<file path="config.mk">
export PLATFORM = sky130hd
export DESIGN_NAME = bba_cfg_regs
export DESIGN_NICKNAME = d
export VERILOG_FILES = /design/src/rtl/bba_pkg.sv /design/src/rtl/bba_cfg_regs.sv
export SDC_FILE = /design/constraint.sdc
export NUM_CORES = 1
export LEC_CHECK = 0
export BUFFER_PORTS_ARGS = -buffer_cell sky130_fd_sc_hd__buf_2
export CAP_MARGIN = 20
export CORE_MARGIN = 4
export CORE_UTILIZATION = 30
export CTS_CLUSTER_DIAMETER = 30
export CTS_CLUSTER_SIZE = 25
export DETAILED_ROUTE_END_ITERATION = 6
export GPL_TIMING_DRIVEN = 1
export HOLD_SLACK_MARGIN = 0.15
export PLACE_DENSITY_LB_ADDON = 0.05
export REMOVE_ABC_BUFFERS = 1
export SYNTH_ARGS = -nofsm -noshare
export SYNTH_HDL_FRONTEND = slang
export SYNTH_SLANG_ARGS = --single-unit
</file>
<file path="constraint.sdc">
create_clock -name clk_i -period 0.8 [get_ports clk_i]
set_input_delay 0.08 -clock clk_i [delete_from_list [all_inputs] [get_ports clk_i]]
set_output_delay 0.08 -clock clk_i [all_outputs]
set_load 0.005 [all_outputs]
</file>
<file path="src/rtl/bba_pkg.sv">
// bba_pkg: shared types and constants of the bitmap block allocator
// beat structs, request kinds, status codes, register map of the apb port
// no dependencies
`default_nettype none

package bba_pkg;

  localparam int unsigned CFG_W  = 17;
  localparam int unsigned IDX_W  = 16;
  localparam int unsigned DATA_W = 32;
  localparam int unsigned ADDR_W = 3;

  localparam logic [CFG_W-1:0] TOTAL_RESET    = 17'd65536;
  localparam logic [CFG_W-1:0] RESERVED_RESET = 17'd0;

  typedef enum logic [1:0] {
    KIND_ALLOC  = 2'd0,
    KIND_FREE   = 2'd1,
    KIND_TEST   = 2'd2,
    KIND_FORMAT = 2'd3
  } kind_e;

  typedef enum logic [1:0] {
    STATUS_OK    = 2'd0,
    STATUS_FULL  = 2'd1,
    STATUS_RANGE = 2'd2
  } status_e;

  typedef enum logic {
    REG_TOTAL    = 1'b0,
    REG_RESERVED = 1'b1
  } reg_e;

  typedef struct packed {
    kind_e             kind;
    logic [IDX_W-1:0]  block_index;
  } in_beat_t;

  typedef struct packed {
    logic [IDX_W-1:0]  result_block;
    logic              bit_value;
    logic [CFG_W-1:0]  free_left;
    status_e           status;
  } out_beat_t;

  typedef struct packed {
    logic [CFG_W-1:0]  total_blocks;
    logic [CFG_W-1:0]  reserved_blocks;
  } cfg_t;

endpackage

`default_nettype wire

</file>
<file path="src/rtl/bba_cfg_regs.sv">
// bba_cfg_regs: apb register file holding total and reserved block counts
// depends on bba_pkg
`default_nettype none

module bba_cfg_regs (
  input  logic                       clk_i,
  input  logic                       rst_ni,
  input  logic                       psel,
  input  logic                       penable,
  input  logic                       pwrite,
  input  logic [bba_pkg::ADDR_W-1:0] paddr,
  input  logic [bba_pkg::DATA_W-1:0] pwdata,
  output logic [bba_pkg::DATA_W-1:0] prdata,
  output logic                       pready,
  output bba_pkg::cfg_t              cfg_o
);
  import bba_pkg::*;

  logic [CFG_W-1:0] total_q;
  logic [CFG_W-1:0] reserved_q;
  logic             wr_en;
  reg_e             sel;

  assign wr_en  = psel & penable & pwrite;
  assign sel    = reg_e'(paddr[2]);
  assign pready = 1'b1;

  always_ff @(posedge clk_i or negedge rst_ni) begin
    if (!rst_ni) begin
      total_q    <= TOTAL_RESET;
      reserved_q <= RESERVED_RESET;
    end else if (wr_en) begin
      case (sel)
        REG_TOTAL:    total_q    <= pwdata[CFG_W-1:0];
        REG_RESERVED: reserved_q <= pwdata[CFG_W-1:0];
        default: ;
      endcase
    end
  end

  always_comb begin
    case (sel)
      REG_TOTAL:    prdata = {{(DATA_W-CFG_W){1'b0}}, total_q};
      REG_RESERVED: prdata = {{(DATA_W-CFG_W){1'b0}}, reserved_q};
      default:      prdata = '0;
    endcase
  end

  assign cfg_o.total_blocks    = total_q;
  assign cfg_o.reserved_blocks = reserved_q;

endmodule

`default_nettype wire

</file>
==> results of run 1 <==
==> cell families (layout without fill, tap and decap cells) <==
family	after synthesis	in the layout	synth area share
multiplexers	51	51	0.365
other	2	16	0.00448
flip-flops	34	34	0.509
AND/OR/NAND/NOR	2	2	0.0269
buffers and inverters	20	119	0.0948
==> how the worst max path moves through the flow <==
stage / slack [ns] / to
finish: -0.37 / prdata[16]
CTS: -0.37 / prdata[0]
detailed placement: -0.24 / total_q[10]
floorplan: -0.12 / total_q[0]
global route: -0.42 / prdata[16]
global placement: -0.23 / total_q[15]
==> flip-flops by register name (all words and copies together), names as in the netlist <==
| name | cells |
|---|---|
| total_q | 17 |
| reserved_q | 17 |
==> routing by layer <==
layer,track usage,vias up
met1,0.159,604
li1,-,574
met2,0.229,55
met4,0.0392,0
met5,0,-
met3,0.0390,5
==> final cells by class <==
cell class / instances / share of cell area
timing repair buffer: 111 / 0.348
sequential: 34 / 0.305
multi-input combinational: 69 / 0.283
tap: 70 / 0.0313
clock buffer: 7 / 0.0309
clock inverter: 1 / 0.00179
==> cells in the final DEF (no fill, tap or decap), types with 3 or more instances in the layout <==
| cell type | count |
|---|---|
| sky130_fd_sc_hd__mux2_2 | 21 |
| sky130_fd_sc_hd__buf_12 | 3 |
| sky130_fd_sc_hd__mux2_4 | 30 |
| sky130_fd_sc_hd__clkbuf_8 | 6 |
| sky130_fd_sc_hd__buf_2 | 43 |
| sky130_fd_sc_hd__dfrtp_1 | 33 |
| sky130_fd_sc_hd__conb_1 | 16 |
| sky130_fd_sc_hd__buf_4 | 9 |
| sky130_fd_sc_hd__buf_6 | 55 |
==> power by group <==
part           leakage [nW]  switching [W]  internal (W)
Clock                0.0482       0.000600      0.000694
Combinational          1.02       0.000838       0.00203
Sequential            0.407       0.000286       0.00211
==> per-stage QoR <==
stage,setup TNS (ns),instances,total power (W),util
2_1_floorplan,-1.90,103,0.00309,-
3_3_place_gp,-9.40,258,0.00398,0.408
3_5_place_dp,-9.73,258,0.00402,0.408
4_1_cts,-12.76,286,0.00626,0.501
5_1_grt,-15.39,292,0.00695,0.530
6_report,-12.80,292,0.00655,0.530
==> timing repair <==
action,in CTS,in global routing
pin swaps,0,0
setup buffers,20,12
setup endpoints to repair,51,73
gates resized for setup,52,29
hold endpoints to repair,68,34
==> impl_metrics.sql, run 1 <==
INSERT INTO impl_metrics (metric_group, metric, value, unit) VALUES
('run_status', 'outcome', 'finished, violations left', ''),
('run_status', 'violations', 'negative setup slack', ''),
('clock_tree', 'ctsHtreeMaxLevel', '2', ''),
('yosys', 'synthMostInstantiatedCell', 'sky130_fd_sc_hd__mux2_2', ''),
('yosys', 'ys_top_cells_by_count', 'sky130_fd_sc_hd__mux2_2 (41), sky130_fd_sc_hd__dfrtp_1 (33), sky130_fd_sc_hd__buf_4 (16)', ''),
('detailed_routing', 'wl_per_cell', '15.7', 'µm'),
('setup_path', 'timing.critical_path.to_type', 'output port', ''),
('detailed_routing', 'top_signal_layer_used', 'met4', ''),
('detailed_routing', 'vias_per_cell', '4.24', ''),
('floorplan', 'dieHeight', '82.7', 'µm'),
('power_and_ir_drop', 'power_leakage', '1.47', 'nW'),
('global_routing', 'grt_max_degree', '19', ''),
('timing', 'setup_viol_count_final', '72', ''),
('placement', 'io_buffer_count', '73', ''),
('global_routing', 'first_global_vias', '1284', ''),
('setup_path', 'startpoint', 'reserved_q[16]', ''),
('global_routing', 'antenna_found_initial', '0', ''),
('setup_path', 'crit_arrival', '1.09', 'ns'),
('min_path', 'hold_depth', '2', ''),
('setup_path', 'r2r_end', 'total_q[0]', ''),
('setup_path', 'crit_path_cell_trace', 'mux2_4 -> buf_6', ''),
('yosys', 'synth_cell_types', '10', ''),
('clock_tree', 'path_clk_slew', '0.07', 'ns'),
('timing', 'fin_skew', '0', 'ns'),
('yosys', 'synth_seq_area_share', '0.509', ''),
('placement', 'routabilityCongestion', '0.621', ''),
('min_path', 'hold_class', 'in -> reg', ''),
('clock_tree', 'cts_buf_count', '5', ''),
('finish', 'fill_cells', '492', ''),
('detailed_routing', 'vias', '1238', ''),
('finish', 'postLayoutCellArea', '2800', 'µm²'),
('yosys', 'synth.yosys.warnings', '0', ''),
('finish', 'layout.area.seq', '852', 'µm²'),
('yosys', 'synth.cell_area', '1680', 'µm²'),
('setup_path', 'worst_r2r_path_depth', '3', ''),
('detailed_routing', 'dr.first_iter.drc_count', '29', ''),
('setup_path', 'path_buf_inv', '1', ''),
('min_path', 'worstHoldEndpoint', 'total_q[8]', ''),
('yosys', 'synth_async_sr_flop_share', '1.00', ''),
('floorplan', 'boundaryPins', '107', ''),
('timing', 'final_hold_vio_count', '0', ''),
('yosys', 'syn_inst', '109', ''),
('setup_path', 'cp_max_fo', '3', ''),
('timing', 'worst_slack', '-0.371', 'ns'),
('finish', 'drive_gt1_frac', '0.770', ''),
('clock_tree', 'cts.root.buffer_cell', 'sky130_fd_sc_hd__clkbuf_8', ''),
('detailed_routing', 'postRouteAntennaNets', '0', ''),
('placement', 'dpl-instance-area', '2150', 'µm²'),
('clock_tree', 'clock_path_buffers', '2', ''),
('timing', 'timing.fmax', '854', 'MHz'),
('finish', 'n_antenna_cell', '0', ''),
('setup_path', 'reg2reg_slack', '-0.18', 'ns'),
('finish', 'nets', '261', ''),
('run', 'maxCapViolations', '0', ''),
('global_routing', 'global_route_wire_length_before_repair', '6650', 'µm'),
('setup_path', 'worst_path_largest_cell_delay', '0.41', 'ns'),
('yosys', 'synthDominantAreaCellType', 'sky130_fd_sc_hd__dfrtp_1', ''),
('placement', 'hpwlAfterDp', '3110', 'µm'),
('timing', 'min_period', '1.17', 'ns'),
('yosys', 'synth.top_cell.area_share', '0.493', ''),
('yosys', 'post_synthesis_register_bit_count', '34', ''),
('floorplan', 'core', '5270', 'µm²'),
('yosys', 'number_of_enable_flip_flop_cells_after_synthesis', '0', ''),
('setup_path', 'number_of_cells_on_the_critical_path', '2', ''),
('clock_tree', 'worstSkewPairLatency', '0.28', 'ns'),
('timing', 'maxSlewViolCount', '0', ''),
('setup_path', 'cpMaxStageDelayCell', 'sky130_fd_sc_hd__dfrtp_1', ''),
('setup_path', 'required_arrival_time_at_the_worst_endpoint', '0.72', 'ns'),
('detailed_routing', 'wl_met3', '317', 'µm'),
('global_routing', 'groute.usage.overall', '0.133', ''),
('finish', 'multiInputGateArea', '792', 'µm²');
Power figures use the tool's default switching activity.
==> run 2: changes to the inputs <==
==> constraint.sdc (replaced) <==
create_clock -name clk_i -period 0.95 [get_ports clk_i]
set_input_delay 0.095 -clock clk_i [delete_from_list [all_inputs] [get_ports clk_i]]
set_output_delay 0.095 -clock clk_i [all_outputs]
set_load 0.005 [all_outputs]
==> run 2 against run 1 <==
Effect of this change:
- the run still ends with negative setup slack left
- sequential power decreased by 16%
- sequential cell count did not move
- clock skew did not move
- critical path type unchanged
- final cell count grew 6.2%
- clock power decreased by 17%
- worst setup slack gained 0.15 ns
- power shrank 13%
- largest cell class unchanged
- critical endpoint is now prdata[0]
- worst hold slack better by 0.21 ns
- core utilization up 3.8 points
- global-route usage up 0.20 points
==> impl_metrics.sql, run 2 (synthesized netlist as in run 1, its figures left out) <==
INSERT INTO impl_metrics (metric_group, metric, value, unit) VALUES
('finish', 'layout.cells.most_common_list', 'sky130_fd_sc_hd__buf_6 (65), sky130_fd_sc_hd__buf_2 (35), sky130_fd_sc_hd__dfrtp_1 (33)', ''),
('detailed_routing', 'postRouteAntennaNets', '0', ''),
('setup_path', 'cp_max_fo', '2', ''),
('finish', 'fill_cells', '453', ''),
('finish', 'areaGrowthSynthToFinish', '78.7', '%'),
('global_routing', 'globalRouteOverflowTotal', '0', ''),
('clock_tree', 'ctsHtreeMaxLevel', '2', ''),
('global_routing', 'global_route_wire_length_before_repair', '6760', 'µm'),
('placement', 'hpwlAfterDp', '2990', 'µm'),
('clock_tree', 'cts_buf_count', '5', ''),
('timing', 'fin_skew', '0', 'ns'),
('power_and_ir_drop', 'power_leakage', '1.53', 'nW'),
('detailed_routing', 'dr.pass1.iters', '3', ''),
('detailed_routing', 'vias', '1329', ''),
('setup_path', 'crit_arrival', '1.08', 'ns'),
('run_status', 'violations', 'negative setup slack', ''),
('setup_path', 'worst_path_largest_cell_delay', '0.40', 'ns'),
('floorplan', 'core', '5270', 'µm²'),
('setup_path', 'timing.setup.critical_path_class', 'reg -> out', ''),
('global_routing', 'grt_max_degree', '19', ''),
('detailed_routing', 'dr.first_iter.drc_count', '29', ''),
('clock_tree', 'cts.sink_count', '34', ''),
('power_and_ir_drop', 'pwr_density_cell', '1900', 'nW/µm²'),
('min_path', 'hold_class', 'in -> async', ''),
('finish', 'reg.largest.list', 'reserved_q: 17 flops, total_q: 17 flops', ''),
('timing', 'maxSlewViolCount', '0', ''),
('finish', 'nets', '279', ''),
('finish', 'postLayoutCellArea', '2990', 'µm²'),
('detailed_routing', 'vias_per_cell', '4.29', ''),
('setup_path', 'critical_path.top_delay_family', 'flip-flops', ''),
('global_routing', 'first_global_vias', '1297', ''),
('placement', 'io_buffer_count', '73', ''),
('clock_tree', 'worstSkewPairLatency', '0.27', 'ns'),
('clock_tree', 'path_clk_slew', '0.07', 'ns'),
('setup_path', 'cpMaxStageDelayCell', 'sky130_fd_sc_hd__dfrtp_1', ''),
('power_and_ir_drop', 'power.ir.vdd_worst', '0.000734', 'V'),
('global_routing', 'groute.usage.overall', '0.135', ''),
('finish', 'final_util', '0.568', ''),
('global_routing', 'antenna_found_initial', '0', ''),
('clock_tree', 'cts_tree', 'yes', ''),
('timing', 'worst_slack', '-0.223', 'ns'),
('floorplan', 'boundaryPins', '107', ''),
('detailed_routing', 'detail_route.wirelength', '4520', 'µm'),
('finish', 'drive_gt1_frac', '0.717', ''),
('run_status', 'outcome', 'finished, violations left', ''),
('floorplan', 'initial_utilization', '0.318', ''),
('finish', 'n_antenna_cell', '0', ''),
('floorplan', 'floorplan.rows', '26', ''),
('detailed_routing', 'drcViolationCount', '0', ''),
('placement', 'dpl-instance-area', '2090', 'µm²'),
('setup_path', 'path_buf_inv', '1', ''),
('setup_path', 'required_arrival_time_at_the_worst_endpoint', '0.85', 'ns'),
('timing', 'setup_viol_count_final', '46', ''),
('floorplan', 'fp.dieW', '82.7', 'µm'),
('timing', 'min_period', '1.17', 'ns'),
('finish', 'mostFrequentLayoutCell', 'sky130_fd_sc_hd__buf_6', ''),
('clock_tree', 'cts.root.buffer_cell', 'sky130_fd_sc_hd__clkbuf_8', ''),
('floorplan', 'dieHeight', '82.7', 'µm'),
('timing', 'post-route-period-util', '1.23', ''),
('detailed_routing', 'wl_per_cell', '14.6', 'µm'),
('clock_tree', 'clock_path_buffers', '2', ''),
('floorplan', 'fp.dieArea', '6840', 'µm²'),
('timing', 'timing.fmax', '852', 'MHz'),
('setup_path', 'setup.worst_path.start_class', 'flip-flop', ''),
('placement', 'routabilityCongestion', '0.582', ''),
('setup_path', 'reg2reg_slack', '-0.04', 'ns'),
('setup_path', 'timing.critical_path.to_type', 'output port', ''),
('setup_path', 'crit_path_cell_trace', 'mux2_4 -> buf_6', ''),
('run', 'maxCapViolations', '0', ''),
('timing', 'grt_setup_unrepaired', 'true', ''),
('timing', 'final_hold_vio_count', '0', '');
==> run 2: cell count changes in the layout (fill, tap and decap cells not counted), sizes merged <==
cell / previous run / this run
dlygate4sd3: 1 / 18
buf: 110 / 111
==> run 2: final timing paths <==
kind	cells after the start	start	to
hold reg to reg	1	total_q[15]	total_q[15]
min in group clk_i	4	penable	total_q[14]
hold / removal	2	rst_ni	total_q[9]
setup reg to reg	3	total_q[10]	total_q[10]
setup / recovery	2	total_q[0]	prdata[0]
max in group asynchronous	3	rst_ni	reserved_q[10]
==> run 2: where the power goes <==
group / switching (W) / total [W] / internal (W)
Sequential: 0.000234 / 0.00201 / 0.00178
Combinational: 0.000748 / 0.00261 / 0.00186
Clock: 0.000490 / 0.00107 / 0.000584
Total: 0.00147 / 0.00570 / 0.00422
==> run 2: timing repair <==
| action | in CTS | in global routing |
|---|---|---|
| setup buffers | 23 | 12 |
| gates resized for setup | 24 | 61 |
| endpoints found under the hold margin | 68 | 0 |
| endpoints found under the setup margin | 18 | 41 |
| hold buffers | 18 | 0 |
==> run 2: metal layers <==
layer	GRT usage	vias up	wire (µm)	part of all wire
met4	0.0343	0	36	0.0080
met3	0.0412	6	352	0.078
met5	0	-	0	0
met1	0.159	650	1700	0.38
li1	-	616	-	-
met2	0.237	57	2430	0.54
==> run 2: metrics by stage <==
| step | setup WS (ns) | cells | hold WS, ns | power, W | TNS, ns |
|---|---|---|---|---|---|
| 5_1_grt | -0.258 | 310 | 0.266 | 0.00605 | -6.58 |
| 2_1_floorplan | 0.0124 | 103 | -0.201 | 0.00261 | 0 |
| 4_1_cts | -0.221 | 303 | 0.242 | 0.00507 | -5.03 |
| 3_3_place_gp | -0.187 | 254 | 0.0123 | 0.00330 | -6.92 |
| 3_5_place_dp | -0.199 | 254 | 0.0105 | 0.00333 | -7.47 |
| 6_report | -0.223 | 310 | 0.252 | 0.00570 | -4.79 |
==> run 2: layout make-up <==
| class | count | area, µm² | area share |
|---|---|---|---|
| clock buffers | 7 | 86.3 | 0.0288 |
| well taps | 70 | 87.6 | 0.0293 |
| flip-flops and latches | 34 | 852 | 0.285 |
| clock inverters | 1 | 5.00 | 0.00167 |
| repair buffers | 129 | 1180 | 0.395 |
| multi-input cells | 69 | 781 | 0.261 |
==> run 2: worst register-to-register path: stages (launching register included) <==
cell	delay (ns)
sky130_fd_sc_hd__dfrtp_1	0.38
sky130_fd_sc_hd__buf_4	0.13
sky130_fd_sc_hd__buf_6	0.11
sky130_fd_sc_hd__mux2_2	0.25
==> run 3: changes to the inputs <==
--- a/config.mk
+++ b/config.mk
@@ -15,7 +15,9 @@
 export GPL_TIMING_DRIVEN = 1
 export HOLD_SLACK_MARGIN = 0.15
 export PLACE_DENSITY_LB_ADDON = 0.05
+export RECOVER_POWER = 25
 export REMOVE_ABC_BUFFERS = 1
+export SETUP_SLACK_MARGIN = 0.5
 export SYNTH_ARGS = -nofsm -noshare
 export SYNTH_HDL_FRONTEND = slang
 export SYNTH_SLANG_ARGS = --single-unit
==> run 3 against run 2 <==
Effect of this change:
- maximum frequency grew 0.65%
- critical path depth is the same
- sequential power hardly changed
- power rose by 0.61%
- via count shrank 4.7%
- wire length is 1.3% lower
- the run ends with negative hold slack, negative setup slack left
- combinational power grew 2%
- die area is the same
==> impl_metrics.sql, run 3 (synthesized netlist as in run 1, its figures left out) <==
INSERT INTO impl_metrics (metric_group, metric, value, unit) VALUES
('timing', 'grt_setup_unrepaired', 'true', ''),
('detailed_routing', 'detail_route.wirelength', '4460', 'µm'),
('detailed_routing', 'drcViolationCount', '0', ''),
('timing', 'post-route-period-util', '1.23', ''),
('clock_tree', 'cts_tree', 'yes', ''),
('setup_path', 'crit_path_cell_trace', 'mux2_4 -> buf_6', ''),
('global_routing', 'antenna_found_initial', '0', ''),
('setup_path', 'r2r_end', 'total_q[6]', ''),
('floorplan', 'initial_utilization', '0.318', ''),
('detailed_routing', 'wl_met3', '341', 'µm'),
('placement', 'dpl-instance-area', '2090', 'µm²'),
('detailed_routing', 'detail_route.wirelength.met1', '1710', 'µm'),
('finish', 'nets', '265', ''),
('setup_path', 'worst_path_largest_cell_delay', '0.40', 'ns'),
('power_and_ir_drop', 'pwr_density_cell', '1980', 'nW/µm²'),
('placement', 'io_buffer_count', '73', ''),
('placement', 'setup_slack_after_placement', '-0.199', 'ns'),
('finish', 'reg.largest.list', 'reserved_q: 17 flops, total_q: 17 flops', ''),
('timing', 'worst-slew-pin-transition', '0.667', 'ns'),
('timing', 'fin_worst_hold_slack', '-0.179', 'ns'),
('floorplan', 'boundaryPins', '107', ''),
('detailed_routing', 'dr.pass1.iters', '2', ''),
('floorplan', 'fp.dieArea', '6840', 'µm²'),
('power_and_ir_drop', 'power.ir.vdd_worst', '0.000744', 'V'),
('run_status', 'outcome', 'finished, violations left', ''),
('setup_path', 'timing.critical_path.to_type', 'output port', ''),
('clock_tree', 'cts.sink_count', '34', ''),
('finish', 'layout.cells.most_common_list', 'sky130_fd_sc_hd__buf_6 (68), sky130_fd_sc_hd__mux2_4 (41), sky130_fd_sc_hd__buf_2 (34)', ''),
('setup_path', 'critical_path.top_delay_family', 'flip-flops', ''),
('detailed_routing', 'vias', '1266', ''),
('power_and_ir_drop', 'power_leakage', '1.54', 'nW'),
('placement', 'routabilityCongestion', '0.582', ''),
('finish', 'n_antenna_cell', '0', ''),
('detailed_routing', 'wl_per_cell', '15.1', 'µm'),
('global_routing', 'global_route_wire_length_before_repair', '6580', 'µm'),
('timing', 'worst_slew_margin_relative_to_its_limit', '0.556', ''),
('clock_tree', 'ctsHtreeMaxLevel', '2', ''),
('clock_tree', 'path_clk_slew', '0.07', 'ns'),
('global_routing', 'groute.usage.overall', '0.133', ''),
('detailed_routing', 'vias_per_cell', '4.28', ''),
('setup_path', 'crit_arrival', '1.07', 'ns'),
('timing', 'min_period', '1.17', 'ns'),
('run', 'maxCapViolations', '0', ''),
('finish', 'postLayoutCellArea', '2890', 'µm²'),
('timing', 'fin_skew', '0', 'ns'),
('finish', 'drive_gt1_frac', '0.770', ''),
('global_routing', 'first_global_vias', '1256', ''),
('detailed_routing', 'postRouteAntennaNets', '0', ''),
('timing', 'setup_viol_count_final', '46', ''),
('setup_path', 'required_arrival_time_at_the_worst_endpoint', '0.85', 'ns'),
('run_status', 'violations', 'negative hold slack, negative setup slack', ''),
('floorplan', 'floorplan.rows', '26', ''),
('placement', 'hpwlAfterDp', '2990', 'µm'),
('timing', 'worst_slack', '-0.216', 'ns'),
('setup_path', 'reg2reg_slack', '-0.03', 'ns'),
('setup_path', 'cp_max_fo', '2', ''),
('timing', 'final_hold_vio_count', '9', ''),
('floorplan', 'core', '5270', 'µm²'),
('clock_tree', 'cts.root.buffer_cell', 'sky130_fd_sc_hd__clkbuf_8', ''),
('min_path', 'hold_class', 'in -> async', ''),
('setup_path', 'worst_r2r_path_depth', '3', ''),
('timing', 'maxSlewViolCount', '0', ''),
('setup_path', 'worst_r2r_startpoint', 'total_q[6]', ''),
('global_routing', 'grt_max_degree', '19', ''),
('setup_path', 'timing.setup.critical_path_class', 'reg -> out', ''),
('setup_path', 'startpoint', 'reserved_q[0]', ''),
('clock_tree', 'clock_path_buffers', '2', ''),
('floorplan', 'fp.dieW', '82.7', 'µm'),
('setup_path', 'setup.worst_path.start_class', 'flip-flop', ''),
('finish', 'mostFrequentLayoutCell', 'sky130_fd_sc_hd__buf_6', ''),
('setup_path', 'path_buf_inv', '1', ''),
('floorplan', 'dieHeight', '82.7', 'µm'),
('detailed_routing', 'total_length_of_routed_met2_wires', '2390', 'µm'),
('detailed_routing', 'top_signal_layer_used', 'met4', ''),
('clock_tree', 'cts_buf_count', '5', ''),
('detailed_routing', 'dr.first_iter.drc_count', '20', ''),
('setup_path', 'cpMaxStageDelayCell', 'sky130_fd_sc_hd__dfrtp_1', ''),
('clock_tree', 'worstSkewPairLatency', '0.28', 'ns'),
('timing', 'timing.fmax', '858', 'MHz'),
('global_routing', 'globalRouteOverflowTotal', '0', ''),
('finish', 'areaGrowthSynthToFinish', '72.4', '%');
==> run 3: cell type report <==
class | count | area, µm²
repair buffers | 115 | 1020
well taps | 70 | 87.6
multi-input cells | 69 | 833
clock buffers | 7 | 86.3
flip-flops and latches | 34 | 852
fillers | 470 | 2380
clock inverters | 1 | 5.00
==> run 3: worst max path at each step <==
stage          slack, ns  cells after the start        endpoint
5_1_grt            -0.27                      2      prdata[15]
6_report           -0.22                      2       prdata[0]
4_1_cts            -0.22                      2       prdata[0]
3_3_place_gp       -0.19                      3  reserved_q[10]
3_5_place_dp       -0.20                      3  reserved_q[10]
2_1_floorplan       0.01                      2      total_q[0]
==> run 3: power breakdown <==
part	switching (W)	internal [W]	total, W	leakage [nW]
combinational	0.000743	0.00190	0.00265	1.09
sequential	0.000235	0.00178	0.00201	0.407
clock	0.000490	0.000584	0.00107	0.0482
total	0.00147	0.00426	0.00573	1.54
==> run 3: what timing repair did <==
action | in CTS | in global routing
hold endpoints to repair | 68 | 68
cloned | 0 | 0
buffers inserted | 25 | 9
pin swaps | 1 | 0
resized for setup | 62 | 38
endpoints found under the setup margin | 85 | 85
==> run 3: layer usage <==
layer	global-route usage	up-vias
li1	-	582
met1	0.153	622
met2	0.236	56
met3	0.0445	6
met4	0.0343	0
met5	0	-
==> run 3: worst reg2reg max path: stages, from the launching register on <==
cell and delay, ns:
sky130_fd_sc_hd__dfrtp_1 0.39, sky130_fd_sc_hd__buf_6 0.12, sky130_fd_sc_hd__buf_6 0.11, sky130_fd_sc_hd__mux2_4 0.25
==> run 3: stage by stage <==
step / setup TNS (ns) / hold slack, ns / std cells / power [W] / util
after floorplan: 0 / -0.201 / 103 / 0.00261 / -
final: -5.29 / -0.179 / 296 / 0.00573 / 0.548
after global routing: -7.09 / -0.140 / 296 / 0.00608 / 0.548
after CTS: -4.94 / -0.297 / 287 / 0.00533 / 0.506
after global placement: -6.92 / 0.0123 / 254 / 0.00330 / 0.397
after detailed placement: -7.47 / 0.0105 / 254 / 0.00333 / 0.397
