`src/rtl/bba_pkg.sv`:
```
// bba_pkg: shared types and constants of the bitmap block allocator
// beat structs, request kinds, status codes, register map of the apb port
// no dependencies
`default_nettype none

package bba_pkg;

  localparam int unsigned CFG_W  = 17;
  localparam int unsigned IDX_W  = 16;
  localparam int unsigned DATA_W = 32;
  localparam int unsigned ADDR_W = 3;

  localparam logic [CFG_W-1:0] TOTAL_RESET    = 17'd65536;
  localparam logic [CFG_W-1:0] RESERVED_RESET = 17'd0;

  typedef enum logic [1:0] {
    KIND_ALLOC  = 2'd0,
    KIND_FREE   = 2'd1,
    KIND_TEST   = 2'd2,
    KIND_FORMAT = 2'd3
  } kind_e;

  typedef enum logic [1:0] {
    STATUS_OK    = 2'd0,
    STATUS_FULL  = 2'd1,
    STATUS_RANGE = 2'd2
  } status_e;

  typedef enum logic {
    REG_TOTAL    = 1'b0,
    REG_RESERVED = 1'b1
  } reg_e;

  typedef struct packed {
    kind_e             kind;
    logic [IDX_W-1:0]  block_index;
  } in_beat_t;

  typedef struct packed {
    logic [IDX_W-1:0]  result_block;
    logic              bit_value;
    logic [CFG_W-1:0]  free_left;
    status_e           status;
  } out_beat_t;

  typedef struct packed {
    logic [CFG_W-1:0]  total_blocks;
    logic [CFG_W-1:0]  reserved_blocks;
  } cfg_t;

endpackage

`default_nettype wire

```
`src/rtl/bba_ctrl.sv`:
```
// bba_ctrl: request sequencer, read-modify-write of map words, first-fit scan
// keeps free count, scan hint and output register; depends on bba_pkg
`default_nettype none

module bba_ctrl #(
  parameter int unsigned MAX_BLOCKS = 65536,
  parameter int unsigned WORD_BITS  = 64,
  localparam int unsigned MAP_WORDS = (MAX_BLOCKS + WORD_BITS - 1) / WORD_BITS,
  localparam int unsigned AW        = (MAP_WORDS > 1) ? $clog2(MAP_WORDS) : 1
) (
  input  logic                 clk_i,
  input  logic                 rst_ni,
  input  bba_pkg::cfg_t        cfg_i,
  input  logic                 in_valid_i,
  output logic                 in_stall_o,
  input  bba_pkg::in_beat_t    in_data_i,
  output logic                 out_valid_o,
  input  logic                 out_stall_i,
  output bba_pkg::out_beat_t   out_data_o,
  output logic                 mem_we_o,
  output logic                 mem_re_o,
  output logic [AW-1:0]        mem_addr_o,
  output logic [WORD_BITS-1:0] mem_wdata_o,
  input  logic [WORD_BITS-1:0] mem_rdata_i
);
  import bba_pkg::*;

  localparam int unsigned HW  = $clog2(MAP_WORDS + 1);
  localparam int unsigned PW  = $clog2(MAX_BLOCKS);
  localparam int unsigned CW  = ($clog2(MAX_BLOCKS + 1) > CFG_W) ?
                                $clog2(MAX_BLOCKS + 1) : CFG_W;
  localparam int unsigned VW  = CW + 1;
  localparam int unsigned BW  = $clog2(WORD_BITS);
  localparam int unsigned SH  = PW + BW;
  localparam int unsigned MW  = PW + 2;
  localparam int unsigned RW  = PW + MW;
  localparam logic [MW-1:0] RECIP = MW'((2**SH + WORD_BITS - 1) / WORD_BITS);

  typedef enum logic [2:0] {
    ST_FMT,
    ST_IDLE,
    ST_READ,
    ST_MOD,
    ST_SCAN_RD,
    ST_SCAN_CHK,
    ST_FINISH
  } state_e;

  state_e           state_q, state_d;
  logic             init_q, init_d;
  logic [HW-1:0]    scan_q, scan_d;
  logic [HW-1:0]    hint_q, hint_d;
  logic [AW-1:0]    word_q, word_d;
  logic [BW-1:0]    bit_q, bit_d;
  logic [IDX_W-1:0] idx_q, idx_d;
  kind_e            kind_q, kind_d;
  logic [VW-1:0]    rsv_q, rsv_d;
  logic [CW-1:0]    free_q, free_d;
  logic [IDX_W-1:0] res_block_q, res_block_d;
  logic             res_bit_q, res_bit_d;
  status_e          res_status_q, res_status_d;
  logic             out_valid_q, out_valid_d;
  out_beat_t        out_q, out_d;

  logic [VW-1:0]        eff_total;
  logic [VW-1:0]        rsv_clip;
  logic [VW-1:0]        idx_ext;
  logic [RW-1:0]        prod;
  logic [VW-1:0]        scan_base;
  logic [VW-1:0]        rem_full;
  logic [WORD_BITS-1:0] fmt_word;
  logic [WORD_BITS-1:0] inv_word;
  logic [WORD_BITS-1:0] low_zero;
  logic [BW-1:0]        ffz;
  logic [VW-1:0]        alloc_pos;
  logic [VW-1:0]        free_inc;
  logic [CW-1:0]        free_dec;

  assign eff_total = (VW'(cfg_i.total_blocks) > VW'(MAX_BLOCKS)) ?
                     VW'(MAX_BLOCKS) : VW'(cfg_i.total_blocks);
  assign rsv_clip  = (VW'(cfg_i.reserved_blocks) > eff_total) ?
                     eff_total : VW'(cfg_i.reserved_blocks);
  assign idx_ext   = VW'(in_data_i.block_index);
  // word index by reciprocal multiply, exact for all in-range positions
  assign prod      = RW'(idx_ext[PW-1:0]) * RW'(RECIP);
  assign scan_base = VW'(scan_q) * VW'(WORD_BITS);
  assign rem_full  = VW'(idx_q) - VW'(word_q) * VW'(WORD_BITS);
  assign inv_word  = ~mem_rdata_i;
  assign low_zero  = inv_word & (~inv_word + WORD_BITS'(1));
  assign alloc_pos = scan_base + VW'(ffz);
  assign free_inc  = VW'(free_q) + VW'(1);
  assign free_dec  = free_q - CW'(1);

  always_comb begin
    for (int j = 0; j < WORD_BITS; j++) begin
      fmt_word[j] = (scan_base + VW'(j)) < rsv_q;
    end
  end

  // encode the isolated lowest zero bit
  always_comb begin
    ffz = '0;
    for (int b = 0; b < BW; b++) begin
      for (int j = 0; j < WORD_BITS; j++) begin
        if (((j >> b) & 1) == 1) begin
          ffz[b] = ffz[b] | low_zero[j];
        end
      end
    end
  end

  always_comb begin
    state_d      = state_q;
    init_d       = init_q;
    scan_d       = scan_q;
    hint_d       = hint_q;
    word_d       = word_q;
    bit_d        = bit_q;
    idx_d        = idx_q;
    kind_d       = kind_q;
    rsv_d        = rsv_q;
    free_d       = free_q;
    res_block_d  = res_block_q;
    res_bit_d    = res_bit_q;
    res_status_d = res_status_q;
    out_valid_d  = out_valid_q;
    out_d        = out_q;
    mem_we_o     = 1'b0;
    mem_re_o     = 1'b0;
    mem_addr_o   = scan_q[AW-1:0];
    mem_wdata_o  = fmt_word;

    if (out_valid_q && !out_stall_i) begin
      out_valid_d = 1'b0;
    end

    case (state_q)
      ST_FMT: begin
        mem_we_o = 1'b1;
        if (scan_q == HW'(MAP_WORDS - 1)) begin
          scan_d = '0;
          hint_d = '0;
          if (init_q) begin
            init_d  = 1'b0;
            state_d = ST_IDLE;
          end else begin
            free_d  = CW'(eff_total - rsv_q);
            state_d = ST_FINISH;
          end
        end else begin
          scan_d = scan_q + HW'(1);
        end
      end
      ST_IDLE: begin
        if (in_valid_i) begin
          kind_d       = in_data_i.kind;
          idx_d        = in_data_i.block_index;
          word_d       = prod[SH +: AW];
          res_block_d  = '0;
          res_bit_d    = 1'b0;
          res_status_d = STATUS_OK;
          case (in_data_i.kind)
            KIND_ALLOC: begin
              if (free_q == '0) begin
                res_status_d = STATUS_FULL;
                state_d      = ST_FINISH;
              end else begin
                scan_d  = hint_q;
                state_d = ST_SCAN_RD;
              end
            end
            KIND_FREE, KIND_TEST: begin
              if (idx_ext >= eff_total) begin
                res_status_d = STATUS_RANGE;
                state_d      = ST_FINISH;
              end else begin
                state_d = ST_READ;
              end
            end
            KIND_FORMAT: begin
              rsv_d   = rsv_clip;
              scan_d  = '0;
              state_d = ST_FMT;
            end
            default: state_d = ST_FINISH;
          endcase
        end
      end
      ST_READ: begin
        mem_re_o   = 1'b1;
        mem_addr_o = word_q;
        bit_d      = rem_full[BW-1:0];
        state_d    = ST_MOD;
      end
      ST_MOD: begin
        mem_addr_o  = word_q;
        res_block_d = idx_q;
        if (kind_q == KIND_TEST) begin
          res_bit_d = mem_rdata_i[bit_q];
        end else begin
          mem_we_o    = 1'b1;
          mem_wdata_o = mem_rdata_i & ~(WORD_BITS'(1) << bit_q);
          free_d      = (free_inc > eff_total) ? CW'(eff_total) : CW'(free_inc);
          if (HW'(word_q) < hint_q) begin
            hint_d = HW'(word_q);
          end
        end
        state_d = ST_FINISH;
      end
      ST_SCAN_RD: begin
        if (scan_q >= HW'(MAP_WORDS) || scan_base >= eff_total) begin
          hint_d       = scan_q;
          res_status_d = STATUS_FULL;
          state_d      = ST_FINISH;
        end else begin
          mem_re_o = 1'b1;
          state_d  = ST_SCAN_CHK;
        end
      end
      ST_SCAN_CHK: begin
        if (mem_rdata_i != '1) begin
          hint_d = scan_q;
          if (alloc_pos >= eff_total) begin
            res_status_d = STATUS_FULL;
          end else begin
            mem_we_o    = 1'b1;
            mem_wdata_o = mem_rdata_i | low_zero;
            free_d      = CW'(free_dec[CFG_W-1:0]);
            res_block_d = alloc_pos[IDX_W-1:0];
          end
          state_d = ST_FINISH;
        end else begin
          scan_d  = scan_q + HW'(1);
          state_d = ST_SCAN_RD;
        end
      end
      ST_FINISH: begin
        if (!out_valid_q || !out_stall_i) begin
          out_valid_d        = 1'b1;
          out_d.result_block = res_block_q;
          out_d.bit_value    = res_bit_q;
          out_d.free_left    = free_q[CFG_W-1:0];
          out_d.status       = res_status_q;
          state_d            = ST_IDLE;
        end
      end
      default: state_d = ST_IDLE;
    endcase
  end

  always_ff @(posedge clk_i or negedge rst_ni) begin
    if (!rst_ni) begin
      state_q      <= ST_FMT;
      init_q       <= 1'b1;
      scan_q       <= '0;
      hint_q       <= '0;
      word_q       <= '0;
      bit_q        <= '0;
      idx_q        <= '0;
      kind_q       <= KIND_ALLOC;
      rsv_q        <= '0;
      free_q       <= CW'(MAX_BLOCKS);
      res_block_q  <= '0;
      res_bit_q    <= 1'b0;
      res_status_q <= STATUS_OK;
      out_valid_q  <= 1'b0;
      out_q        <= '0;
    end else begin
      state_q      <= state_d;
      init_q       <= init_d;
      scan_q       <= scan_d;
      hint_q       <= hint_d;
      word_q       <= word_d;
      bit_q        <= bit_d;
      idx_q        <= idx_d;
      kind_q       <= kind_d;
      rsv_q        <= rsv_d;
      free_q       <= free_d;
      res_block_q  <= res_block_d;
      res_bit_q    <= res_bit_d;
      res_status_q <= res_status_d;
      out_valid_q  <= out_valid_d;
      out_q        <= out_d;
    end
  end

  assign in_stall_o  = (state_q != ST_IDLE);
  assign out_valid_o = out_valid_q;
  assign out_data_o  = out_q;

`ifndef NO_ASSERTIONS
  a_busy_after_accept: assert property (@(posedge clk_i) disable iff (!rst_ni)
    in_valid_i && !in_stall_o |=> in_stall_o)
    else $error("request taken while a request is in flight");

  a_no_rw_collision: assert property (@(posedge clk_i) disable iff (!rst_ni)
    !(mem_we_o && mem_re_o))
    else $error("map read and write in the same cycle");

  a_result_from_finish: assert property (@(posedge clk_i) disable iff (!rst_ni)
    $rose(out_valid_q) |-> $past(state_q == ST_FINISH))
    else $error("result beat raised outside the finish step");

  a_hint_bound: assert property (@(posedge clk_i) disable iff (!rst_ni)
    hint_q <= HW'(MAP_WORDS))
    else $error("scan hint beyond the map");
`endif

endmodule

`default_nettype wire

```
`config.mk`:
```
export PLATFORM = sky130hd
export DESIGN_NAME = bba_ctrl
export DESIGN_NICKNAME = d
export VERILOG_FILES = /design/src/rtl/bba_pkg.sv /design/src/rtl/bba_ctrl.sv
export SDC_FILE = /design/constraint.sdc
export NUM_CORES = 1
export LEC_CHECK = 0
export CAP_MARGIN = 20
export CORE_AREA = 2 2 207 209
export CTS_CLUSTER_SIZE = 30
export DETAILED_ROUTE_END_ITERATION = 6
export DIE_AREA = 0 0 209 211
export DONT_BUFFER_PORTS = 1
export GPL_TIMING_DRIVEN = 1
export PLACE_DENSITY_LB_ADDON = 0.1
export SYNTH_ARGS = -nofsm -noshare
export SYNTH_HDL_FRONTEND = slang
export SYNTH_SLANG_ARGS = --single-unit
export TNS_END_PERCENT = 50
```
`constraint.sdc`:
```
create_clock -name clk_i -period 20.8 [get_ports clk_i]
set_input_delay 4.16 -clock clk_i [delete_from_list [all_inputs] [get_ports clk_i]]
set_output_delay 4.16 -clock clk_i [all_outputs]
set_load 0.01 [all_outputs]
```
==> results of run 1 <==
==> flip-flops by register name, indices dropped and copies added (netlist names) <==
name	flops
word_q	10
scan_q	11
res_status_q	2
init_q	1
hint_q	11
bit_q	6
res_bit_q	1
out_data_o	36
state_q	3
res_block_q	16
free_q	17
rsv_q	17
kind_q	2
out_valid_o	1
idx_q	6
==> synth_stat cells, types with 24 or more instances <==
library cell / n
mux2i_1: 32
nor3_1: 63
dfrtp_1: 138
a22oi_1: 33
nor2_1: 177
and3_1: 28
o31ai_1: 29
a21oi_1: 205
mux2_2: 78
nand4_1: 44
nand2_1: 193
nand3_1: 60
o21ai_0: 144
nor4_1: 32
o221ai_1: 24
clkbuf_1: 105
ha_1: 112
inv_1: 85
a31oi_1: 32
a21o_1: 39
nor2b_1: 26
==> worst max-delay path: cells and delay by family <==
family	cells	cell delay (ns)
and+or+nand+nor	8	3.27
adders and majority gates	1	0.31
AOI/OAI and AO/OA	7	1.71
buffers and inverters	1	0.45
==> worst max-delay path by stage <==
stage                      endpoint  depth (start not counted)            from
finish              mem_wdata_o[15]                         17  mem_rdata_i[8]
global route        mem_wdata_o[59]                         16  mem_rdata_i[4]
CTS                 mem_wdata_o[15]                         17  mem_rdata_i[8]
detailed placement  mem_wdata_o[15]                         17  mem_rdata_i[8]
global placement    mem_wdata_o[15]                         17  mem_rdata_i[8]
floorplan           mem_wdata_o[51]                         20  mem_rdata_i[0]
==> layout make-up <==
| class | count | area, um2 |
|---|---|---|
| fill | 4346 | 25100 |
| multi-input combinational | 1682 | 11400 |
| sequential | 140 | 3510 |
| tap | 539 | 674 |
| clock buffer | 18 | 429 |
| inverter | 85 | 319 |
| timing repair buffer | 32 | 248 |
| clock inverter | 14 | 130 |
| antenna | 4 | 10.0 |
==> cell families after synthesis <==
kind of cell,count (synthesis)
AND/OR/NAND/NOR,745
AO/OA/AOI/OAI,662
buffers and inverters,222
flip-flops,140
multiplexers,131
adder cells (fa/ha/maj),113
XOR/XNOR,31
==> cell usage in the layout, fill, tap and decap left out, types with 11 or more instances in the layout <==
| cell | Yosys | layout |
|---|---|---|
| a21oi_1 | 205 | 205 |
| nand2_1 | 193 | 191 |
| nor2_1 | 177 | 176 |
| o21ai_0 | 144 | 143 |
| dfrtp_1 | 138 | 137 |
| ha_1 | 112 | 112 |
| inv_1 | 85 | 85 |
| mux2_2 | 78 | 78 |
| nor3_1 | 63 | 62 |
| nand3_1 | 60 | 60 |
| nand4_1 | 44 | 44 |
| a21o_1 | 39 | 39 |
| a22oi_1 | 33 | 33 |
| nor4_1 | 32 | 32 |
| a31oi_1 | 32 | 32 |
| mux2i_1 | 32 | 32 |
| buf_4 | 1 | 31 |
| and3_1 | 28 | 28 |
| o31ai_1 | 29 | 28 |
| nor2b_1 | 26 | 26 |
| o221ai_1 | 24 | 24 |
| nand2b_1 | 22 | 22 |
| xnor2_1 | 21 | 21 |
| mux4_2 | 21 | 21 |
| o211ai_1 | 19 | 19 |
| a211oi_1 | 18 | 18 |
| and2_1 | 17 | 17 |
| or3_1 | 17 | 17 |
| or4_1 | 17 | 17 |
| clkbuf_16 | 0 | 17 |
| o21a_1 | 11 | 11 |
==> report_power, final <==
part / switching (uW) / internal (uW)
Clock: 146 / 158
Sequential: 217 / 399
Combinational: 1160 / 629
Total: 1530 / 1190
==> metal layers <==
layer / vias up / wire length (um) / global-route usage
met1: 8381 / 31800 / 0.438
met4: 2 / 4150 / 0.176
met3: 202 / 8260 / 0.117
met2: 968 / 36100 / 0.571
met5: - / 13 / 0
li1: 7521 / - / -
==> per-stage QoR <==
step / cells / hold WS, ns / worst slack [ns] / cell area, um2
after floorplan: 2044 / 0.462 / 8.14 / 15700
after global placement: 2477 / 0.485 / 6.94 / 16100
after detailed placement: 2477 / 0.485 / 6.93 / 16100
after CTS: 2509 / 0.504 / 6.92 / 16700
after global routing: 2512 / 0.526 / 6.45 / 16700
final: 2514 / 0.503 / 6.72 / 16700
==> flow_metrics.env, run 1 <==
export IMPL_final_net_count=2191
export IMPL_slew_headroom=0.311
export IMPL_synth_area_leaders="dfrtp_1 (22%), ha_1 (8.9%), a21oi_1 (6.5%)"
export IMPL_drtPass1Iterations=6
export IMPL_overflow=0
export IMPL_ys_seq_area_frac=0.223
export IMPL_cp_start_kind="primary input"
export IMPL_io_pins=234
export IMPL_synth_top_family_by_area="compound AO/OA/AOI/OAI gates"
export IMPL_cts_buffers=17
export IMPL_postCtsSetupRepairBufs=0
export IMPL_portBuffers=0
export IMPL_synth_adder_area_share=0.0904
export IMPL_cts_sinks=140
export IMPL_design_die_area_mm2=0.0441
export IMPL_rsz0062_at_grt="false"
export IMPL_clkTransAtPathRegs_ns=0.06
export IMPL_synth_seq_cells=140
export IMPL_dieHeight_um=211
export IMPL_place_congestion=1.04
export IMPL_final_hold_viol_count=0
export IMPL_max_clock_freq_mhz=71.0
export IMPL_hold_buffers=0
export IMPL_async_flop_share=1.00
export IMPL_cts_resized_gates=0
export IMPL_reg2reg_from="free_q[2]"
export IMPL_synth_warnings=0
export IMPL_via_count=17100
export IMPL_drtIter0Drc=1927
export IMPL_cp_slowest_stage_delay_ns=0.68
export IMPL_maxCapViolations=0
export IMPL_synth_xor_area_frac=0.0173
export IMPL_worst_pin_slew_ns=1.03
export IMPL_hold_depth=1
export IMPL_cp_required_ns=16.64
export IMPL_outcome="finished, final reports clean"
export IMPL_holdCritPathClass="reg -> reg"
export IMPL_synth_edf_count=0
export IMPL_wire_per_inst_um=31.9
export IMPL_syn_inst=2044
export IMPL_final_setup_tns_ns=0
export IMPL_power_density_mw_per_mm2=163
export IMPL_grt_pass1_vias=16200
export IMPL_r2r_end="free_q[14]"
export IMPL_finalCritPeriodShare=0.677
export IMPL_synth_largest_area_cell="dfrtp_1"
export IMPL_area_growth_pct=6.19
export IMPL_cpMaxStageDelayCell="or4_1"
export IMPL_synthDominantCellAreaShare=0.220
export IMPL_power_leakage_uw=0.00685
export IMPL_dp_hpwl_um=63300
export IMPL_synth_main_ff_cell="dfrtp_1"
export IMPL_start_util=0.376
export IMPL_min_from="res_bit_q"
export IMPL_syn_num_nets=2277
export IMPL_ant_nets=0
export IMPL_irDropWorstVdd_mv=0.0790
export IMPL_layout_min_cycle_time_ns=14.08
export IMPL_setup_viol=0
export IMPL_grt_max_degree=141
export IMPL_h_tree_depth=4
export IMPL_rows=75
export IMPL_grt_pass1_wl_um=115000
export IMPL_worstPathMaxFanout=20
export IMPL_critPathArrivalTime_ns=9.92
export IMPL_r2r_cells=15
export IMPL_path_cells="nand4_1, nor4_4, nand4_1, or4_1, nand3_1, a2111oi_0, and3_1, ha_1, nand2b_1, a21o_1, a21o_1, a21oi_1, o21a_1, nand2_1, buf_4, a211oi_1, o31ai_1"
export IMPL_slew_violations=0
export IMPL_cts_root_buf="clkbuf_16"
export IMPL_dieWidth_um=209
export IMPL_muxShareOfSynthArea=0.106
export IMPL_grtUsageTotal=0.359
export IMPL_avgSynthCellArea_um2=7.69
export IMPL_core_area_mm2=0.0418
export IMPL_detail_route_vias_per_cell=6.79
export IMPL_drc_errors=0
export IMPL_reg2reg_slack_ns=16.13
export IMPL_clk_latency_ns=0.47
export IMPL_finish_utilization=0.400
export IMPL_yosys_area_share_simple=0.238
export IMPL_total_power_uw=2710
export IMPL_min_to="res_bit_q"
export IMPL_netlist_area_mm2=0.0157
export IMPL_antenna_found_initial=2
export IMPL_drt_total_wl_um=80300
export IMPL_worstSetupEndpointType="primary output"
export IMPL_cts_tree="yes"
export IMPL_clock_skew_final_ns=0.00886
export IMPL_crit_type="in -> out"
export IMPL_clock_path_buffers=2
export IMPL_drive_above_1_share=0.0999
export IMPL_synth_cell_type_count=86
export IMPL_synth_compound_area_frac=0.269
No activity file was read; power rests on OpenSTA's default activity.
==> run 2, diff against run 1 <==
ABC_AREA = 1   (was not set)
CORE_AREA = 2 2 213 215   (was 2 2 207 209)
DIE_AREA = 0 0 215 217   (was 0 0 209 211)
clock period = 12.8 ns   (was 20.8 ns; I/O delays follow)
==> run 2 against run 1 <==
Clock power is 65% higher; non-clock buffer count is 14 lower; utilization fell by 0.21 points; sequential power grew 40%; cell count grew 29%; hold slack worse by 0.019 ns; die area grew 5.8%; clock skew grew 0.0018 ns; first-iteration DRC count is 11% higher; total power rose by 39%; critical endpoint is now mem_wdata_o[11]; largest power group unchanged.
==> flow_metrics.env, run 2 <==
export IMPL_final_net_count=2865
export IMPL_cpMaxStageDelayCell="nand2_1"
export IMPL_power_leakage_uw=0.00845
export IMPL_cpMostUsedCell="nand2_1"
export IMPL_clock_skew_final_ns=0.0107
export IMPL_holdCritPathClass="reg -> reg"
export IMPL_ant_nets=0
export IMPL_worstPathMaxFanout=29
export IMPL_worst_pin_slew_ns=1.02
export IMPL_reg2reg_from="free_q[0]"
export IMPL_grt_pass1_vias=19300
export IMPL_place_congestion=1.16
export IMPL_synth_warnings=0
export IMPL_max_clock_freq_mhz=91.4
export IMPL_grt_max_degree=141
export IMPL_internal_power_uw=1540
export IMPL_final_hold_viol_count=0
export IMPL_design_die_area_mm2=0.0467
export IMPL_final_common_cell="nand2_1"
export IMPL_ys_seq_area_frac=0.210
export IMPL_power_frac_comb=0.640
export IMPL_syn_num_nets=2926
export IMPL_start_util=0.374
export IMPL_h_tree_depth=4
export IMPL_drt_total_wl_um=89000
export IMPL_synth_edf_count=0
export IMPL_syn_inst=2693
export IMPL_core_area_mm2=0.0447
export IMPL_min_to="init_q"
export IMPL_finalCritPeriodShare=0.855
export IMPL_yosys_area_share_simple=0.356
export IMPL_synth_main_ff_cell="dfrtp_1"
export IMPL_via_count=20000
export IMPL_synth_compound_area_frac=0.220
export IMPL_synth_top_family_by_area="simple AND/OR/NAND/NOR gates"
export IMPL_cp_required_ns=10.24
export IMPL_synthDominantCellAreaShare=0.207
export IMPL_p_seq_frac=0.228
export IMPL_power_density_mw_per_mm2=213
export IMPL_critPathArrivalTime_ns=8.39
export IMPL_final_cell_mix="nand2_1 (561), inv_1 (353), nor2_1 (278), nand3_1 (229), o21ai_0 (223)"
export IMPL_nFillCells=5072
export IMPL_synth_adder_area_share=0.0850
export IMPL_drc_errors=0
export IMPL_cp_slowest_stage_delay_ns=0.78
export IMPL_dp_hpwl_um=70900
export IMPL_dp_slack_ns=2.10
export IMPL_rsz0062_at_grt="false"
export IMPL_cts_root_buf="clkbuf_16"
export IMPL_slew_violations=0
export IMPL_r2r_end="free_q[12]"
export IMPL_maxCapViolations=0
export IMPL_worstSetupEndpointType="primary output"
export IMPL_detail_route_vias_per_cell=6.17
export IMPL_avgSynthCellArea_um2=6.21
export IMPL_clkTransAtPathRegs_ns=0.07
export IMPL_grt_pass1_wl_um=130000
export IMPL_min_from="init_q"
export IMPL_area_growth_pct=6.33
export IMPL_cp_start_kind="primary input"
export IMPL_overflow=0
export IMPL_synthTopCellsByCount="nand2_1 (562), inv_1 (353), nor2_1 (281)"
export IMPL_synth_largest_area_cell="dfrtp_1"
export IMPL_synth_most_common_cell="nand2_1"
export IMPL_wire_per_inst_um=27.4
export IMPL_netlist_area_mm2=0.0167
export IMPL_postCtsSetupRepairBufs=0
export IMPL_cts_buffers=17
export IMPL_portBuffers=0
export IMPL_sw_frac_of_total=0.593
export IMPL_synth_area_leaders="dfrtp_1 (21%), nand2_1 (13%), ha_1 (8.4%)"
export IMPL_drive_above_1_share=0.0601
export IMPL_r2r_cells=20
export IMPL_slew_headroom=0.319
export IMPL_synth_xor_area_frac=0.00996
export IMPL_dieWidth_um=215
export IMPL_synth_seq_cells=140
export IMPL_layout_min_cycle_time_ns=10.95
export IMPL_final_setup_tns_ns=0
export IMPL_largest_register_ffs=36
export IMPL_antenna_found_initial=1
export IMPL_drtIter0Drc=2135
export IMPL_rows=78
export IMPL_clock_power_share=0.133
export IMPL_dieHeight_um=217
export IMPL_grtUsageTotal=0.374
export IMPL_irDropWorstVdd_mv=0.120
export IMPL_cts_tree="yes"
export IMPL_diodes=0
export IMPL_setup_viol=0
export IMPL_async_flop_share=1.00
export IMPL_clk_latency_ns=0.46
export IMPL_setup_slack_ns=1.85
export IMPL_io_pins=234
export IMPL_outcome="finished, final reports clean"
export IMPL_cts_sinks=140
export IMPL_hold_buffers=0
export IMPL_muxShareOfSynthArea=0.00809
export IMPL_switchingPower_uw=2240
export IMPL_synth_cell_type_count=61
export IMPL_hold_depth=1
export IMPL_drtPass1Iterations=6
export IMPL_reg2reg_slack_ns=8.58
export IMPL_crit_type="in -> out"
export IMPL_clock_path_buffers=2
export IMPL_cts_resized_gates=0
run 2: worst max path at each step:
stage,start,endpoint,slack [ns],cells after the start
after detailed placement,mem_rdata_i[10],mem_wdata_o[43],2.10,25
after CTS,mem_rdata_i[10],mem_wdata_o[43],2.06,25
final,mem_rdata_i[44],mem_wdata_o[11],1.85,26
after global routing,mem_rdata_i[10],mem_wdata_o[11],1.70,26
after floorplan,mem_rdata_i[13],mem_wdata_o[47],4.64,26
after global placement,mem_rdata_i[10],mem_wdata_o[43],2.09,25
run 2: worst max-delay path, delay by kind of cell:
kind	cells	cell delay (ns)
buf+inv	4	0.87
simple gates	21	4.65
fa+ha+maj	1	0.28
run 2: layout make-up:
class	count	area [um2]	area share
clock inverter	14	145	0.00817
timing repair buffer	18	135	0.00760
sequential	140	3510	0.197
multi-input combinational	2078	11400	0.641
tap	600	751	0.0422
inverter	377	1420	0.0796
clock buffer	18	429	0.0241
run 2: routing by layer:
| layer | share of wire | wire (um) | GRT usage |
|---|---|---|---|
| met1 | 0.37 | 33300 | 0.441 |
| met5 | 0.00019 | 17 | 0 |
| met4 | 0.073 | 6510 | 0.242 |
| met2 | 0.45 | 40300 | 0.614 |
| met3 | 0.10 | 8950 | 0.0876 |
run 2: cells by family after synthesis:
family | after synthesis
compound gates | 635
xor+xnor | 19
fa+ha+maj | 113
buf+inv | 475
flops | 140
mux | 12
simple gates | 1299
run 2: power groups by stage:
stage	sequential [uW]	combinational, uW	clock (uW)
detailed placement	865	2350	0
finish	860	2420	501
global placement	861	2340	0
floorplan	772	1660	0
global route	884	2630	526
CTS	858	2360	510
run 2: through the flow:
step	power (uW)	area, um2	utilization	hold WS (ns)	instances
final	3780	17800	0.398	0.484	3245
after global routing	4040	17800	0.398	0.493	3245
after CTS	3730	17800	0.398	0.483	3245
after detailed placement	3220	17200	0.385	0.473	3213
after global placement	3200	17200	0.385	0.460	3213
after floorplan	2430	16700	-	0.445	2693
